<file path="config.mk">
export PLATFORM = sky130hd
export DESIGN_NAME = grid_maze_depth_first_search
export DESIGN_NICKNAME = d
export VERILOG_FILES = /design/src/gmdfs_pkg.sv /design/src/grid_maze_depth_first_search.sv
export SDC_FILE = /design/constraint.sdc
export NUM_CORES = 2
export LEC_CHECK = 0
export BUFFER_PORTS_ARGS = -buffer_cell sky130_fd_sc_hd__buf_4
export CAP_MARGIN = 10
export CORE_AREA = 2 2 403 405
export CTS_CLUSTER_DIAMETER = 40
export DETAILED_ROUTE_END_ITERATION = 6
export DIE_AREA = 0 0 405 407
export HOLD_SLACK_MARGIN = 0.06
export PLACE_DENSITY = 0.46
export SLEW_MARGIN = 10
export SYNTH_ARGS = -nofsm -noshare
export SYNTH_HDL_FRONTEND = slang
export SYNTH_SLANG_ARGS = --single-unit
export TNS_END_PERCENT = 30
</file>
<file path="constraint.sdc">
create_clock -name clk -period 14.4 [get_ports clk]
set_input_delay 0.72 -clock clk [delete_from_list [all_inputs] [get_ports clk]]
set_output_delay 0.72 -clock clk [all_outputs]
set_load 0.02 [all_outputs]
</file>
<file path="src/gmdfs_pkg.sv">
// Shared types, codes and the grid neighbour step for the maze search block.
package gmdfs_pkg;

	// Largest grid side that the 3-bit row and column fields can reach.
	localparam int FIELD_SPAN = 8;

	localparam int DEF_MAX_ROWS = 8;
	localparam int DEF_MAX_COLS = 8;

	// Reset value of both grid size registers.
	localparam logic [3:0] DIM_RESET = 4'd8;

	// Configuration register indexes.
	localparam logic [1:0] CFG_GRID_ROWS = 2'd0;
	localparam logic [1:0] CFG_GRID_COLS = 2'd1;

	// Input item kinds.
	localparam logic KIND_WRITE  = 1'b0;
	localparam logic KIND_SEARCH = 1'b1;

	// Result status codes.
	localparam logic STATUS_PATH = 1'b0;
	localparam logic STATUS_NONE = 1'b1;

	// Search directions, tried in this order.
	localparam logic [1:0] DIR_N = 2'd0;
	localparam logic [1:0] DIR_S = 2'd1;
	localparam logic [1:0] DIR_W = 2'd2;
	localparam logic [1:0] DIR_E = 2'd3;

	typedef struct packed {
		logic       kind;
		logic [2:0] row;
		logic [2:0] col;
		logic       open;
	} req_t;

	typedef struct packed {
		logic [2:0] path_row;
		logic [2:0] path_col;
		logic       status;
		logic       last;
	} rsp_t;

	typedef struct packed {
		logic       ok;
		logic [2:0] r;
		logic [2:0] c;
	} nb_t;

	// One step from (r,c) in direction d; ok is low when the step leaves the grid in use.
	function automatic nb_t step_cell(input logic [2:0] r, input logic [2:0] c,
		input logic [1:0] d, input logic [3:0] rows, input logic [3:0] cols);
		nb_t n;
		n.ok = 1'b1;
		n.r  = r;
		n.c  = c;
		case (d)
			DIR_N: begin
				n.ok = (r != 3'd0);
				n.r  = r - 3'd1;
			end
			DIR_S: begin
				n.ok = (({1'b0, r} + 4'd1) < rows);
				n.r  = r + 3'd1;
			end
			DIR_W: begin
				n.ok = (c != 3'd0);
				n.c  = c - 3'd1;
			end
			DIR_E: begin
				n.ok = (({1'b0, c} + 4'd1) < cols);
				n.c  = c + 3'd1;
			end
			default: begin
				n.ok = 1'b0;
			end
		endcase
		return n;
	endfunction

endpackage

</file>
<file path="src/grid_maze_depth_first_search.sv">
// Maze search block: grid store, flood-fill reachability test and backtracking walk.
//
//   channel  direction  handshake              word
//   req      in         req_valid / req_ready  gmdfs_pkg::req_t (kind, row, col, open)
//   rsp      out        rsp_valid / rsp_ready  gmdfs_pkg::rsp_t (path_row, path_col, status, last)
//   cfg      in         cfg_valid / cfg_ready  cfg_index (2 bits), cfg_data (4 bits)
//
// A search runs the start checks, then a flood fill from the source and one from each free
// non-goal neighbour that the walk tries. The walk tries each direction with a step state
// and, for a step inside the grid, a check state. A flood runs a setup state, then per cell
// a queue pop and per direction a step state and, for a step inside the grid, a check state,
// then a wrap-up state, all through the single neighbour-step unit and the one-port flood
// queue. Emission reads each path cell from the stack and sends it, then the final word.
// Reset blocks every cell through per-cell valid flags; no clearing pass is needed.
// A word waits in the result register while rsp_ready is low; emission stalls behind it.
module grid_maze_depth_first_search #(
	parameter int MAX_ROWS = gmdfs_pkg::DEF_MAX_ROWS,
	parameter int MAX_COLS = gmdfs_pkg::DEF_MAX_COLS
) (
	input  logic              clk,
	input  logic              arst_n,
	input  logic              req_valid,
	output logic              req_ready,
	input  gmdfs_pkg::req_t   req,
	output logic              rsp_valid,
	input  logic              rsp_ready,
	output gmdfs_pkg::rsp_t   rsp,
	input  logic              cfg_valid,
	output logic              cfg_ready,
	input  logic [1:0]        cfg_index,
	input  logic [3:0]        cfg_data
);

	localparam int EFF_ROWS = (MAX_ROWS < gmdfs_pkg::FIELD_SPAN) ? MAX_ROWS : gmdfs_pkg::FIELD_SPAN;
	localparam int EFF_COLS = (MAX_COLS < gmdfs_pkg::FIELD_SPAN) ? MAX_COLS : gmdfs_pkg::FIELD_SPAN;
	localparam int CELLS    = EFF_ROWS * EFF_COLS;
	localparam int CIW      = $clog2(CELLS);
	localparam int DW       = $clog2(CELLS + 1);
	localparam logic [3:0] EFF_ROWS4 = 4'(EFF_ROWS);
	localparam logic [3:0] EFF_COLS4 = 4'(EFF_COLS);

	typedef struct packed {
		logic [2:0] r;
		logic [2:0] c;
	} pos_t;

	typedef enum logic [3:0] {
		ST_IDLE,
		ST_START,
		ST_BFS_INIT,
		ST_BFS_POP,
		ST_BFS_NB,
		ST_BFS_CHK,
		ST_BFS_END,
		ST_DFS_NB,
		ST_DFS_CHK,
		ST_EMIT_RD,
		ST_EMIT_OUT,
		ST_EMIT_ONE
	} state_t;

	function automatic logic [CIW-1:0] cell_idx(input logic [2:0] r, input logic [2:0] c);
		return CIW'(int'(r) * EFF_COLS + int'(c));
	endfunction

	state_t          state_q;
	logic [3:0]      rows_q, cols_q;
	logic [2:0]      src_r_q, src_c_q;
	logic [2:0]      cur_r_q, cur_c_q;
	logic [2:0]      nb_r_q, nb_c_q;
	logic [1:0]      ddir_q, bdir_q;
	logic            cand_q, reach_q;
	logic [DW-1:0]   depth_q, head_q, tail_q, emit_idx_q;
	logic [2:0]      res_r_q, res_c_q;
	logic            res_st_q;
	logic [CELLS-1:0] gv_q, onpath_q, seen_q;
	logic            rsp_valid_q;
	gmdfs_pkg::rsp_t rsp_q;

	logic            grid_mem_q [CELLS];
	pos_t            queue_mem_q [CELLS];
	pos_t            stack_mem_q [CELLS];
	logic            grid_rd_q, gvr_q;
	logic [CIW-1:0]  nb_idx_q;
	pos_t            q_rd_q, stk_rd_q;

	logic [3:0]      rows_use, cols_use;
	logic [2:0]      goal_r, goal_c;
	logic [2:0]      nu_r, nu_c;
	logic [1:0]      nu_d;
	gmdfs_pkg::nb_t  nb;
	logic [CIW-1:0]  rd_idx, src_idx, gw_idx;
	logic            gw_en, qw_en, sw_en;
	logic [CIW-1:0]  qw_idx, sw_idx;
	pos_t            qw_data;
	logic            src_in, src_goal, free_d, free_b, nb_goal, out_free, rsp_load;

	always_comb begin
		rows_use = (rows_q > EFF_ROWS4) ? EFF_ROWS4 : rows_q;
		cols_use = (cols_q > EFF_COLS4) ? EFF_COLS4 : cols_q;
		goal_r   = 3'(rows_use - 4'd1);
		goal_c   = 3'(cols_use - 4'd1);

		// The neighbour-step unit serves the flood fill and the walk in turn.
		if (state_q == ST_BFS_NB) begin
			nu_r = q_rd_q.r;
			nu_c = q_rd_q.c;
			nu_d = bdir_q;
		end else begin
			nu_r = cur_r_q;
			nu_c = cur_c_q;
			nu_d = ddir_q;
		end
		nb      = gmdfs_pkg::step_cell(nu_r, nu_c, nu_d, rows_use, cols_use);
		rd_idx  = cell_idx(nb.r, nb.c);
		src_idx = cell_idx(src_r_q, src_c_q);

		src_in   = ({1'b0, src_r_q} < rows_use) && ({1'b0, src_c_q} < cols_use);
		src_goal = (src_r_q == goal_r) && (src_c_q == goal_c);
		free_d   = grid_rd_q && gvr_q && !onpath_q[nb_idx_q];
		free_b   = free_d && !seen_q[nb_idx_q];
		nb_goal  = (nb_r_q == goal_r) && (nb_c_q == goal_c);
		out_free = !rsp_valid_q || rsp_ready;
		rsp_load = out_free && (state_q == ST_EMIT_OUT || state_q == ST_EMIT_ONE);

		gw_en  = req_valid && req_ready && (req.kind == gmdfs_pkg::KIND_WRITE)
			&& ({1'b0, req.row} < EFF_ROWS4) && ({1'b0, req.col} < EFF_COLS4);
		gw_idx = cell_idx(req.row, req.col);

		qw_en   = 1'b0;
		qw_idx  = '0;
		qw_data = '{r: src_r_q, c: src_c_q};
		if (state_q == ST_BFS_INIT) begin
			qw_en = 1'b1;
		end else if (state_q == ST_BFS_CHK && free_b && !nb_goal) begin
			qw_en   = 1'b1;
			qw_idx  = tail_q[CIW-1:0];
			qw_data = '{r: nb_r_q, c: nb_c_q};
		end

		sw_en  = 1'b0;
		sw_idx = '0;
		if (state_q == ST_START && src_in && !src_goal) begin
			sw_en = 1'b1;
		end else if (state_q == ST_BFS_END && reach_q && cand_q) begin
			sw_en  = 1'b1;
			sw_idx = depth_q[CIW-1:0];
		end
	end

	always_ff @(posedge clk) begin
		if (gw_en) begin
			grid_mem_q[gw_idx] <= req.open;
		end
		grid_rd_q <= grid_mem_q[rd_idx];
		gvr_q     <= gv_q[rd_idx];
		nb_idx_q  <= rd_idx;
	end

	always_ff @(posedge clk) begin
		if (qw_en) begin
			queue_mem_q[qw_idx] <= qw_data;
		end
		if (state_q == ST_BFS_POP) begin
			q_rd_q <= queue_mem_q[head_q[CIW-1:0]];
		end
	end

	always_ff @(posedge clk) begin
		if (sw_en) begin
			stack_mem_q[sw_idx] <= '{r: src_r_q, c: src_c_q};
		end
		if (state_q == ST_EMIT_RD) begin
			stk_rd_q <= stack_mem_q[emit_idx_q[CIW-1:0]];
		end
	end

	always_ff @(posedge clk or negedge arst_n) begin
		if (!arst_n) begin
			state_q     <= ST_IDLE;
			rows_q      <= gmdfs_pkg::DIM_RESET;
			cols_q      <= gmdfs_pkg::DIM_RESET;
			src_r_q     <= '0;
			src_c_q     <= '0;
			cur_r_q     <= '0;
			cur_c_q     <= '0;
			nb_r_q      <= '0;
			nb_c_q      <= '0;
			ddir_q      <= gmdfs_pkg::DIR_N;
			bdir_q      <= gmdfs_pkg::DIR_N;
			cand_q      <= 1'b0;
			reach_q     <= 1'b0;
			depth_q     <= '0;
			head_q      <= '0;
			tail_q      <= '0;
			emit_idx_q  <= '0;
			res_r_q     <= '0;
			res_c_q     <= '0;
			res_st_q    <= gmdfs_pkg::STATUS_PATH;
			gv_q        <= '0;
			onpath_q    <= '0;
			seen_q      <= '0;
			rsp_valid_q <= 1'b0;
			rsp_q       <= '0;
		end else begin
			if (cfg_valid) begin
				case (cfg_index)
					gmdfs_pkg::CFG_GRID_ROWS: rows_q <= cfg_data;
					gmdfs_pkg::CFG_GRID_COLS: cols_q <= cfg_data;
					default: ;
				endcase
			end
			if (gw_en) begin
				gv_q[gw_idx] <= 1'b1;
			end
			if (rsp_ready && !rsp_load) begin
				rsp_valid_q <= 1'b0;
			end

			case (state_q)
				ST_IDLE: begin
					if (req_valid && req.kind == gmdfs_pkg::KIND_SEARCH) begin
						src_r_q <= req.row;
						src_c_q <= req.col;
						state_q <= ST_START;
					end
				end
				ST_START: begin
					if (!src_in) begin
						res_r_q  <= '0;
						res_c_q  <= '0;
						res_st_q <= gmdfs_pkg::STATUS_NONE;
						state_q  <= ST_EMIT_ONE;
					end else if (src_goal) begin
						res_r_q  <= src_r_q;
						res_c_q  <= src_c_q;
						res_st_q <= gmdfs_pkg::STATUS_PATH;
						state_q  <= ST_EMIT_ONE;
					end else begin
						onpath_q <= CELLS'(1) << src_idx;
						depth_q  <= DW'(1);
						cur_r_q  <= src_r_q;
						cur_c_q  <= src_c_q;
						cand_q   <= 1'b0;
						state_q  <= ST_BFS_INIT;
					end
				end
				ST_BFS_INIT: begin
					seen_q  <= CELLS'(1) << src_idx;
					head_q  <= '0;
					tail_q  <= DW'(1);
					state_q <= ST_BFS_POP;
				end
				ST_BFS_POP: begin
					if (head_q == tail_q) begin
						reach_q <= 1'b0;
						state_q <= ST_BFS_END;
					end else begin
						head_q  <= head_q + DW'(1);
						bdir_q  <= gmdfs_pkg::DIR_N;
						state_q <= ST_BFS_NB;
					end
				end
				ST_BFS_NB: begin
					nb_r_q <= nb.r;
					nb_c_q <= nb.c;
					if (nb.ok) begin
						state_q <= ST_BFS_CHK;
					end else if (bdir_q == gmdfs_pkg::DIR_E) begin
						state_q <= ST_BFS_POP;
					end else begin
						bdir_q <= bdir_q + 2'd1;
					end
				end
				ST_BFS_CHK: begin
					if (free_b && nb_goal) begin
						reach_q <= 1'b1;
						state_q <= ST_BFS_END;
					end else begin
						if (free_b) begin
							seen_q[nb_idx_q] <= 1'b1;
							tail_q           <= tail_q + DW'(1);
						end
						if (bdir_q == gmdfs_pkg::DIR_E) begin
							state_q <= ST_BFS_POP;
						end else begin
							bdir_q  <= bdir_q + 2'd1;
							state_q <= ST_BFS_NB;
						end
					end
				end
				ST_BFS_END: begin
					if (!cand_q) begin
						if (reach_q) begin
							ddir_q  <= gmdfs_pkg::DIR_N;
							state_q <= ST_DFS_NB;
						end else begin
							res_r_q  <= '0;
							res_c_q  <= '0;
							res_st_q <= gmdfs_pkg::STATUS_NONE;
							state_q  <= ST_EMIT_ONE;
						end
					end else if (reach_q) begin
						// The candidate can still reach the goal: step into it.
						onpath_q[src_idx] <= 1'b1;
						depth_q           <= depth_q + DW'(1);
						cur_r_q           <= src_r_q;
						cur_c_q           <= src_c_q;
						ddir_q            <= gmdfs_pkg::DIR_N;
						state_q           <= ST_DFS_NB;
					end else if (ddir_q == gmdfs_pkg::DIR_E) begin
						res_r_q  <= '0;
						res_c_q  <= '0;
						res_st_q <= gmdfs_pkg::STATUS_NONE;
						state_q  <= ST_EMIT_ONE;
					end else begin
						ddir_q  <= ddir_q + 2'd1;
						state_q <= ST_DFS_NB;
					end
				end
				ST_DFS_NB: begin
					nb_r_q <= nb.r;
					nb_c_q <= nb.c;
					if (nb.ok) begin
						state_q <= ST_DFS_CHK;
					end else if (ddir_q == gmdfs_pkg::DIR_E) begin
						res_r_q  <= '0;
						res_c_q  <= '0;
						res_st_q <= gmdfs_pkg::STATUS_NONE;
						state_q  <= ST_EMIT_ONE;
					end else begin
						ddir_q <= ddir_q + 2'd1;
					end
				end
				ST_DFS_CHK: begin
					if (free_d && nb_goal) begin
						res_r_q    <= nb_r_q;
						res_c_q    <= nb_c_q;
						res_st_q   <= gmdfs_pkg::STATUS_PATH;
						emit_idx_q <= '0;
						state_q    <= ST_EMIT_RD;
					end else if (free_d) begin
						src_r_q <= nb_r_q;
						src_c_q <= nb_c_q;
						cand_q  <= 1'b1;
						state_q <= ST_BFS_INIT;
					end else if (ddir_q == gmdfs_pkg::DIR_E) begin
						res_r_q  <= '0;
						res_c_q  <= '0;
						res_st_q <= gmdfs_pkg::STATUS_NONE;
						state_q  <= ST_EMIT_ONE;
					end else begin
						ddir_q  <= ddir_q + 2'd1;
						state_q <= ST_DFS_NB;
					end
				end
				ST_EMIT_RD: begin
					emit_idx_q <= emit_idx_q + DW'(1);
					state_q    <= ST_EMIT_OUT;
				end
				ST_EMIT_OUT: begin
					if (out_free) begin
						rsp_valid_q <= 1'b1;
						rsp_q       <= '{path_row: stk_rd_q.r, path_col: stk_rd_q.c,
							status: gmdfs_pkg::STATUS_PATH, last: 1'b0};
						state_q     <= (emit_idx_q == depth_q) ? ST_EMIT_ONE : ST_EMIT_RD;
					end
				end
				ST_EMIT_ONE: begin
					if (out_free) begin
						rsp_valid_q <= 1'b1;
						rsp_q       <= '{path_row: res_r_q, path_col: res_c_q,
							status: res_st_q, last: 1'b1};
						state_q     <= ST_IDLE;
					end
				end
				default: begin
					state_q <= ST_IDLE;
				end
			endcase
		end
	end

	assign req_ready = (state_q == ST_IDLE);
	assign cfg_ready = 1'b1;
	assign rsp_valid = rsp_valid_q;
	assign rsp       = rsp_q;

	// A no-path word always closes its search.
	a_none_is_last: assert property (@(posedge clk) disable iff (!arst_n)
		rsp_valid && rsp.status == gmdfs_pkg::STATUS_NONE |-> rsp.last)
		else $error("no-path word without last flag");

	// The path flags and the stack depth move together during the walk.
	a_path_count: assert property (@(posedge clk) disable iff (!arst_n)
		state_q == ST_DFS_NB || state_q == ST_DFS_CHK |-> $countones(onpath_q) == int'(depth_q))
		else $error("path flags disagree with stack depth");

	// The flood queue never runs past its tail or its capacity.
	a_queue_bounds: assert property (@(posedge clk) disable iff (!arst_n)
		state_q == ST_BFS_POP || state_q == ST_BFS_NB || state_q == ST_BFS_CHK
		|-> head_q <= tail_q && int'(tail_q) <= CELLS)
		else $error("flood queue pointers out of range");

	// Every emitted stack word comes from a pushed entry.
	a_emit_range: assert property (@(posedge clk) disable iff (!arst_n)
		state_q == ST_EMIT_OUT |-> emit_idx_q != '0 && emit_idx_q <= depth_q)
		else $error("path emission index out of range");

endmodule
</file>
==> flow_summary.json <==
{
  "die_w_um": 405,
  "fp.dieArea_um2": 165000,
  "netlist_top_cells_count": "edfxtp_1, nor2_1, dfrtp_1, mux4_2, nand2_1",
  "min_period_ns": 5.97,
  "grt_pass1_wl_um": 196000,
  "whs_ns": 0.159,
  "post_cts_buffers": 0,
  "antenna_found_initial": 1,
  "crit_start": "nb_idx_q[2]$_DFF_P_",
  "ctsResizeCount": 0,
  "cts.sinks": 1124,
  "maxSlewViolCount": 0,
  "post_drt_via_cell_ratio": 4.99,
  "synth_top_area_share_pct": 52.9,
  "critPathRequiredTime_ns": 14.79,
  "p_per_area_nw_per_um2": 216,
  "ys.flop_type": "edfxtp_1",
  "critPathKind": "reg -> reg",
  "cp.arrival_ns": 6.36,
  "coreArea_um2": 160000,
  "grt_overflow": 0,
  "drt_iter0_drc": 2629,
  "grtUsageTotal_pct": 16.0,
  "post-route-period-util_pct": 41.4,
  "clockBufferDepth": 3,
  "synth_top_cell_by_area": "edfxtp_1",
  "grt_max_degree": 108,
  "design.portCount": 30,
  "yosysWarningCount": 0,
  "synth_enable_flop_cells": 844,
  "finalSetupViolations": 0,
  "cts-root-buf": "clkbuf_16",
  "rsz0062_at_grt": "false",
  "fmax_ghz": 0.168,
  "final_util_pct": 35.2,
  "avgSynthCellArea_um2": 15.5,
  "crit_path_max_incr_delay_ns": 1.17,
  "cp_cell_sequence": "buf_4, clkinv_1, mux4_2, o22ai_1, nor3_1, nand4_1, nor2_1, buf_4, nand4_1, nor4_1",
  "via_count": 27173,
  "drv_cap": 0,
  "synth-async-reset-ratio_pct": 24.2,
  "hold_class": "in -> reg",
  "hold_viol_final": 0,
  "dpl.hpwl_um": 80000,
  "final-seq-area_um2": 32300,
  "port_buffers": 28,
  "firstDrtPassIters": 5,
  "p_leak_nw": 19.2,
  "cp-start-kind": "flop",
  "worst_setup_path_end_kind": "flop",
  "status": "finished, final reports clean",
  "final_layout_size_suffix_gt1_share_pct": 23.6,
  "wirelength_um": 131000,
  "cts_tree": "built",
  "grt_pass1_vias": 28283,
  "die_y_um": 407,
  "design_area_um2": 56400,
  "nets": 3185,
  "place_area_um2": 50500,
  "worst_pin_slew_ns": 1.23,
  "remaining_drc_errors": 0,
  "critical-path-top-delay-family": "simple AND/OR/NAND/NOR gates",
  "irDropWorstVdd_mv": 0.190,
  "syn_nets": 3137,
  "yosysUniqueCellTypes": 87,
  "setup-tns-final_ns": 0,
  "ys_seq_area_share_pct": 67.4,
  "synth.most_common_cell": "edfxtp_1",
  "skew_ns": 0.0555,
  "start_util_pct": 29.9,
  "path_buf_inv": 3,
  "worstSkewPairLatency_ns": 0.81,
  "multiInputGateArea_um2": 14800,
  "cts_buffers": 166,
  "syn-cell-area_um2": 47900,
  "synth_area_leaders": "edfxtp_1, dfrtp_1, mux4_2",
  "setup_slack_ns": 8.43,
  "synthCells": 3094,
  "htreeDepth": 4,
  "ant_nets": 0,
  "slew-limit-headroom_pct": 18.0,
  "slowest_stage": "nor4_1",
  "clk_pin_slew_ns": 0.05,
  "ys_ff_latch": 1124,
  "r2r_start": "nb_idx_q[2]$_DFF_P_",
  "syn2layout_area_growth_pct": 17.6,
  "nFillCells": 15221,
  "hold_path_startpoint": "cfg_data[3]",
  "post-place-ws_ns": 8.49,
  "placementRows": 147,
  "routedWlPerCell_um": 24.0,
  "cp_max_fo": 48,
  "gp_congestion": 0.817,
  "hold_buffers": 1
}
final timing paths:
path	to	slack, ns	cells past startpoint
max in group asynchronous	emit_idx_q[1]$_DFFE_PN0P_	12.23	3
worst min-delay path	rows_q[3]$_DFFE_PN1P_	0.16	3
worst max-delay path	queue_mem_q[52][5]$_DFFE_PP_	8.43	10
worst max register to register	queue_mem_q[52][5]$_DFFE_PP_	8.43	10
min in group asynchronous	onpath_q[16]$_DFFE_PN0P_	0.62	2
worst min register to register	gv_q[10]$_DFFE_PN0P_	0.46	1
sequential cells by signal, indices dropped and copies added (netlist names), 6 cells and up:
| name | count |
|---|---|
| gv_q | 64 |
| nb_idx_q | 6 |
| grid_mem_q | 64 |
| stack_mem_q | 384 |
| stk_rd_q | 6 |
| onpath_q | 64 |
| queue_mem_q | 384 |
| rsp | 8 |
| head_q | 7 |
| emit_idx_q | 7 |
| tail_q | 7 |
| q_rd_q | 6 |
| seen_q | 64 |
| depth_q | 7 |
stage by stage:
step / cells / power (mW)
detailed placement: 5133 / 8.15
global route: 5443 / 12.8
global placement: 5133 / 8.14
finish: 5444 / 12.2
floorplan: 3094 / 6.74
CTS: 5443 / 12.3
kinds of logic after synthesis:
family / after synthesis / share of synthesized area, %
AOI/OAI and AO/OA: 513 / 6.39
xor gates and xnor gates: 48 / 0.940
adders and majority gates: 24 / 0.642
buffers and inverters: 225 / 1.91
DFF: 1124 / 67.4
muxes: 377 / 14.8
other: 1 / 0.00782
and+or+nand+nor: 782 / 7.87
worst reg2reg max path: stages (launching register included):
cell	delay, ns
dfxtp_2	0.31
buf_4	0.51
clkinv_1	0.71
mux4_2	0.54
o22ai_1	0.10
nor3_1	0.63
nand4_1	0.41
nor2_1	0.20
buf_4	0.26
nand4_1	0.74
nor4_1	1.18
placed cells by master (no fill, tap or decap), types with 67 or more instances in the layout:
master and count:
nand2_1 185, edfxtp_1 844, a21oi_1 175, buf_4 73, mux2i_1 81, o21ai_0 173, dfrtp_1 257, or2_2 67
mux4_2 262, clkbuf_16 170, nor2_1 292
where the power goes:
part | internal, mW | switching, mW | leakage (nW)
logic | 1.29 | 2.23 | 5.23
registers | 4.09 | 0.416 | 11.2
clock network | 2.57 | 1.60 | 2.77
total | 7.95 | 4.24 | 19.2
metal layers:
layer  global-route usage (%)  vias up  part of all wire (%)
li1                         -    12125                     -
met1                     22.4    14174                    46
met2                     25.5      702                    48
met3                     2.87      172                   4.6
met4                     4.43        0                   2.1
met5                        0        -                     0
cell type report:
class / instances / area share [%]
inverter: 30 / 0.200
multi-input combinational: 1745 / 26.3
clock inverter: 115 / 2.56
antenna: 1 / 0.00444
sequential: 1124 / 57.4
clock buffer: 194 / 7.78
tap: 2160 / 4.79
timing repair buffer: 75 / 1.02
Note: power is estimated with default switching activity, not from simulation.
